**src/rtl/cau_pkg.sv**
```systemverilog
`default_nettype none
// ----------------------------------------------------------------------------
// cau_pkg
// Shared widths, codes, beat structures and helpers of the complex ALU.
// ----------------------------------------------------------------------------
package cau_pkg;

	localparam int DW   = 16;          // data width
	localparam int FB   = 12;          // fraction bits
	localparam int NW   = 2 * DW;      // dividend / divisor / radicand magnitude
	localparam int RW   = NW + DW;     // divider remainder
	localparam int SW   = NW + 2;      // square-root remainder
	localparam int SATW = NW + 2;      // signed width ahead of saturation
	localparam int DS   = DW + 1;      // range check plus one stage per quotient bit

	localparam logic signed [SATW-1:0] SAT_MAX = SATW'(2 ** (DW - 1) - 1);
	localparam logic signed [SATW-1:0] SAT_MIN = SATW'(-(2 ** (DW - 1)));

	typedef enum logic [3:0] {
		FN_ADD   = 4'd0,
		FN_SUB   = 4'd1,
		FN_MUL   = 4'd2,
		FN_CDIV  = 4'd3,
		FN_SCALE = 4'd4,
		FN_RDIV  = 4'd5,
		FN_NEG   = 4'd6,
		FN_CONJ  = 4'd7,
		FN_MAG   = 4'd8
	} func_t;

	// how the back end forms the result
	typedef enum logic [1:0] {
		KIND_DIRECT = 2'd0,
		KIND_DIV    = 2'd1,
		KIND_SQRT   = 2'd2
	} kind_t;

	typedef struct packed {
		logic [DW-1:0] re;
		logic [DW-1:0] im;
		logic          ovf;
		logic          dz;
	} res_t;

	typedef struct packed {
		logic          ovf;
		logic [DW-1:0] val;
	} sat_t;

	// front end to divide / root pipeline
	typedef struct packed {
		res_t          dir;
		kind_t         kind;
		logic          neg_re;
		logic          neg_im;
		logic [NW-1:0] num_re;   // radicand for magnitude
		logic [NW-1:0] num_im;
		logic [NW-1:0] den;
	} pre_t;

	// divide / root pipeline to back end
	typedef struct packed {
		res_t          dir;
		kind_t         kind;
		logic          neg_re;
		logic          neg_im;
		logic [DW-1:0] q_re;
		logic [DW-1:0] q_im;
		logic          big_re;
		logic          big_im;
		logic [DW-1:0] root;
	} post_t;

	function automatic sat_t sat_val(input logic signed [SATW-1:0] v);
		sat_t r;
		if (v > SAT_MAX) begin
			r.ovf = 1'b1;
			r.val = SAT_MAX[DW-1:0];
		end else if (v < SAT_MIN) begin
			r.ovf = 1'b1;
			r.val = SAT_MIN[DW-1:0];
		end else begin
			r.ovf = 1'b0;
			r.val = v[DW-1:0];
		end
		return r;
	endfunction

	function automatic logic [NW-1:0] mag_nw(input logic signed [SATW-1:0] v);
		logic signed [SATW-1:0] n;
		n = -v;
		return v[SATW-1] ? n[NW-1:0] : v[NW-1:0];
	endfunction

endpackage
`default_nettype wire

```
**src/rtl/cau_back.sv**
```systemverilog
`default_nettype none
// ----------------------------------------------------------------------------
// cau_back
// Signs and saturates quotients and roots, selects the result and holds it
// in the output register.
// ----------------------------------------------------------------------------
module cau_back (
	input  wire logic                 clk,
	input  wire logic                 arst_n,
	input  wire logic                 adv,
	input  wire logic                 in_vld,
	input  wire cau_pkg::post_t       post_in,
	output logic                      out_vld,
	output logic signed [15:0]        res_re,
	output logic signed [15:0]        res_im,
	output logic                      overflow,
	output logic                      div_zero
);

	localparam int DW = cau_pkg::DW;
	localparam logic [DW-1:0] HALF = {1'b1, {(DW - 1){1'b0}}};

	logic          valid_q;
	cau_pkg::res_t res_q;
	cau_pkg::res_t res_nx;
	cau_pkg::sat_t d_re, d_im;

	function automatic cau_pkg::sat_t div_sat(input logic neg, input logic big,
			input logic [DW-1:0] q);
		cau_pkg::sat_t r;
		if (neg) begin
			r.ovf = big || (q > HALF);
			r.val = r.ovf ? HALF : (~q + DW'(1));
		end else begin
			r.ovf = big || q[DW-1];
			r.val = r.ovf ? ~HALF : q;
		end
		return r;
	endfunction

	assign d_re = div_sat(post_in.neg_re, post_in.big_re, post_in.q_re);
	assign d_im = div_sat(post_in.neg_im, post_in.big_im, post_in.q_im);

	always_comb begin
		res_nx = '0;
		case (post_in.kind)
			cau_pkg::KIND_DIRECT: res_nx = post_in.dir;
			cau_pkg::KIND_DIV: begin
				res_nx.re  = d_re.val;
				res_nx.im  = d_im.val;
				res_nx.ovf = d_re.ovf | d_im.ovf;
			end
			cau_pkg::KIND_SQRT: begin
				res_nx.ovf = post_in.root[DW-1];
				res_nx.re  = post_in.root[DW-1] ? ~HALF : post_in.root;
			end
			default: res_nx = '0;
		endcase
	end

	always_ff @(posedge clk or negedge arst_n) begin
		if (!arst_n) begin
			valid_q <= 1'b0;
		end else if (adv) begin
			valid_q <= in_vld;
		end
	end

	always_ff @(posedge clk) begin
		if (adv) begin
			res_q <= res_nx;
		end
	end

	assign out_vld  = valid_q;
	assign res_re   = res_q.re;
	assign res_im   = res_q.im;
	assign overflow = res_q.ovf;
	assign div_zero = res_q.dz;

endmodule
`default_nettype wire

```
**config.mk**
```make
export PLATFORM = sky130hd
export DESIGN_NAME = cau_back
export DESIGN_NICKNAME = d
export VERILOG_FILES = /design/src/rtl/cau_pkg.sv /design/src/rtl/cau_back.sv
export SDC_FILE = /design/constraint.sdc
export NUM_CORES = 1
export LEC_CHECK = 0
export BUFFER_PORTS_ARGS = -buffer_cell sky130_fd_sc_hd__buf_4
export CAP_MARGIN = 20
export CORE_MARGIN = 2
export CORE_UTILIZATION = 45
export DETAILED_ROUTE_END_ITERATION = 8
export GPL_TIMING_DRIVEN = 0
export PLACE_DENSITY_LB_ADDON = 0.2
export SYNTH_ARGS = -nofsm -noshare
export SYNTH_HDL_FRONTEND = slang
export SYNTH_SLANG_ARGS = --single-unit
```
**constraint.sdc**
```tcl
create_clock -name clk -period 2.4 [get_ports clk]
set_clock_uncertainty 0.05 [all_clocks]
set_input_delay 0.24 -clock clk [delete_from_list [all_inputs] [get_ports clk]]
set_output_delay 0.24 -clock clk [all_outputs]
set_load 0.01 [all_outputs]
```
==> summary.md <==
| Metric | Value |
|---|---|
| Outcome | `complete, no violations` |
| Overall power of the completed layout | `1.79 mW` |
| Std-Cell Core Area | `0.00554 mm^2` |
| Mapped cell area | `0.00261 mm^2` |
| FMAX | `500 MHz` |
| Reported max-cap violation count | `0` |
| Nets | `519` |
| Number of warnings printed during yosys synthesis | `0` |
| Highest net fanout along the worst path | `9` |
| Synthesized net count | `389` |
| Peak per-stage delay on the critical path | `380 ps` |
| Share of flip-flops with an asynchronous set or reset | `2.86%` |
| Cell row count | `27` |
| Number of diodes | `0` |
| All-layer global routing usage | `25.7%` |
| Final hold vios | `0` |
| CTS-repair resized insts | `0` |
| Number of sinks driven by the clock tree | `35` |
| Slowest stage cell, crit path | `sky130_fd_sc_hd__a31oi_4` |
| Antenna viol nets, final | `0` |
| Leakage power of the design | `1.48 nW` |
| RSZ-0062 raised after global routing | `no` |
| Wirelength per Cell | `16.7 um` |
| Effective utilization at floorplan | `47.1%` |
| Per-cell via count in the routed design | `5.96` |
| Die area | `0.00642 mm^2` |
| Type of the tightest min-delay check | `primary input to flip-flop` |
| Clock transition at the registers of the reported paths | `70 ps` |
| Maximum vdd ir drop | `0.000248 V` |
| Ports placed on the boundary | `127` |
| Worst Path Required | `2460 ps` |
| Count of state elements after synthesis | `35` |
| Area growth from synthesis to final layout | `43.5%` |
| Worst-case register-to-register setup slack | `1600 ps` |
| DRC marker count from the first detailed-route iteration | `199` |
| Count of H-tree levels built during CTS | `2` |
| Launch instance of the worst register-to-register path | `out_vld$_DFFE_PN0P_` |
| Start point of the critical path | `post_in[34]` |
| Worst Setup Start Kind | `primary input` |
| Finish-stage setup viols | `0` |
| CTS max path bufs | `2` |
| Ratio of total power to cell area | `479 mW/mm^2` |
| Number of antenna violations at the first check in global routing | `0` |
| CTS tree | `done` |
| Share of the clock period used by the worst path after layout | `83.3%` |
| Setup_tns | `0 ps` |
| Crit path time final | `2000 ps` |
| Share of synthesized area occupied by flip-flops and latches | `40.1%` |
| Clock insertion delay at the later pin of the skew report | `290 ps` |
| Setup Crit Path Kind | `primary input to flip-flop` |
| Pin slew with the least headroom to its limit | `684 ps` |
| Clock root buffer | `sky130_fd_sc_hd__clkbuf_8` |
| Worst max-slew margin expressed relative to the limit | `54.1%` |
| DRC violations left | `0` |
| TritonCTS Buffers | `5` |
| CP Cell Sequence | `buf_4, inv_1, ha_1, buf_2, nor4b_1, nand4_2, a31oi_4, nand2_4, o32ai_2` |
| Critical Path End Type | `flip-flop` |
| Destination of the critical timing path | `res_re[9]$_DFFE_PP_` |
| Register area | `0.00105 mm^2` |
| Number of library cell types mapped by synthesis | `53` |
| Global-route wire length before repair | `12900 um` |
| Number of synthesized flops with an enable pin | `34` |
| Die X | `80.1 um` |
| Fraction of layout instances using a drive strength above 1 | `34.3%` |
| Die H | `80.1 um` |
| Count of buffers inserted at the top-level ports | `122` |
| Mean cell area of the mapped netlist | `8.84 um^2` |
| Gate Count Post-Synth | `295` |
| Logic depth of the worst register-to-register path | `1` |
| Commonest register cell after synthesis | `sky130_fd_sc_hd__edfxtp_1` |
| Worst R2R End | `out_vld$_DFFE_PN0P_` |
| Largest net degree at the start of global routing | `36` |
| Final count of pins violating max slew | `0` |
| Via count of the first global-routing pass | `2736` |
| Post-CTS setup buffer count | `0` |
| Arr. time, crit path | `2060 ps` |
| Total length of routed wires | `8300 um` |
| DPL Wire Length | `6460 um` |
| Multi-input gate area in the final layout | `0.00144 mm^2` |
| Detailed-route via count | `2969` |
| Fill cell instance count of the final layout | `475` |
| Remaining global-route overflow | `0` |
| Placer's final routability congestion estimate | `0.934` |
| Drt first pass iters | `5` |
[cell families (layout without fill, tap and decap cells)]
group | after synthesis | after routing | share of synthesized area, %
AOI/OAI and AO/OA | 115 | 115 | 29.2
and+or+nand+nor | 106 | 106 | 22.8
DFF | 35 | 35 | 40.1
buffers and inverters | 31 | 162 | 4.56
muxes | 5 | 5 | 2.02
adders and majority gates | 2 | 2 | 0.960
xor gates and xnor gates | 1 | 1 | 0.336
[critical path, delay by kind of cell]
| family | cells | cell delay [ps] |
|---|---|---|
| and+or+nand+nor | 3 | 660 |
| AOI/OAI and AO/OA | 2 | 640 |
| buffers and inverters | 3 | 390 |
| adders and majority gates | 1 | 140 |
[what timing repair did]
action	4_1_cts	5_1_grt
endpoints found under the hold margin	1	0
hold buffers	1	0
setup endpoints to repair	0	0
[power breakdown]
| part | internal, mW | switching, mW | total [mW] |
|---|---|---|---|
| Combinational | 0.239 | 0.250 | 0.489 |
| Clock | 0.336 | 0.212 | 0.548 |
| Sequential | 0.738 | 0.0172 | 0.756 |
[per-layer routing]
layer	vias to the layer above	global-route usage (%)	wire, um
met5	-	0	0
met4	0	6.61	90
met3	9	3.37	632
met2	134	46.5	4420
met1	1396	32.2	3160
li1	1430	-	-
[Yosys cell counts, types with 3 or more instances]
cell type	n	area, um^2
sky130_fd_sc_hd__edfxtp_1	34	1020
sky130_fd_sc_hd__nand2_1	30	113
sky130_fd_sc_hd__o21ai_0	29	145
sky130_fd_sc_hd__o22ai_1	28	175
sky130_fd_sc_hd__clkbuf_1	20	75.1
sky130_fd_sc_hd__nor2_1	19	71.3
sky130_fd_sc_hd__a21oi_1	18	90.1
sky130_fd_sc_hd__nand3_1	12	60.1
sky130_fd_sc_hd__nor3_1	10	50.1
sky130_fd_sc_hd__inv_1	9	33.8
sky130_fd_sc_hd__a31oi_1	7	43.8
sky130_fd_sc_hd__nor4_1	5	31.3
sky130_fd_sc_hd__o211ai_1	5	37.5
sky130_fd_sc_hd__nand2b_1	4	25.0
sky130_fd_sc_hd__nand4_1	4	25.0
sky130_fd_sc_hd__a41oi_1	3	26.3
sky130_fd_sc_hd__mux2i_1	3	30.0
sky130_fd_sc_hd__nor4_4	3	63.8
sky130_fd_sc_hd__o2111ai_1	3	26.3
sky130_fd_sc_hd__o311ai_0	3	26.3
[through the flow]
stage	utilization [%]	worst slack [ps]	hold slack [ps]	area, um^2	instances
2_1_floorplan	-	515	-106	2610	295
3_3_place_gp	65.2	173	-33.9	3610	489
3_5_place_dp	65.2	160	-34.2	3610	489
4_1_cts	67.5	421	131	3740	498
5_1_grt	67.5	261	141	3740	498
6_report	67.5	400	133	3740	498
[worst min path at each step]
stage | start | end | cells after the start
2_1_floorplan | arst_n | out_vld$_DFFE_PN0P_ | 0
5_1_grt | in_vld | out_vld$_DFFE_PN0P_ | 2
3_3_place_gp | arst_n | out_vld$_DFFE_PN0P_ | 1
4_1_cts | in_vld | out_vld$_DFFE_PN0P_ | 2
3_5_place_dp | arst_n | out_vld$_DFFE_PN0P_ | 1
6_report | in_vld | out_vld$_DFFE_PN0P_ | 2
[placed cells by master (no fill, tap or decap), drive strengths merged, types with 3 or more instances in the layout]
cell type,instances
buf,124
edfxtp,34
nand2,31
o21ai,30
o22ai,28
clkbuf,26
nor2,19
a21oi,18
nand3,12
nor3,10
inv,9
a31oi,8
nor4,8
nand4,6
o211ai,5
nand2b,4
and2,4
a41oi,3
mux2i,3
o311ai,3
o2111ai,3
[area by class of cell]
| type | instances | area share, % |
|---|---|---|
| Tap cell | 72 | 2.41 |
| Timing Repair Buffer | 123 | 24.7 |
| Multi-Input combinational cell | 229 | 38.6 |
| Sequential cell | 35 | 28.0 |
| Buffer | 22 | 2.27 |
| Inverter | 9 | 0.903 |
| Clock buffer | 6 | 2.21 |
| Clock inverter | 2 | 0.936 |
[flip-flops by register name, indices dropped and copies added, names as in the netlist]
register,flops
res_re,16
res_im,16
out_vld,1
overflow,1
div_zero,1
Power figures use the tool's default switching activity.
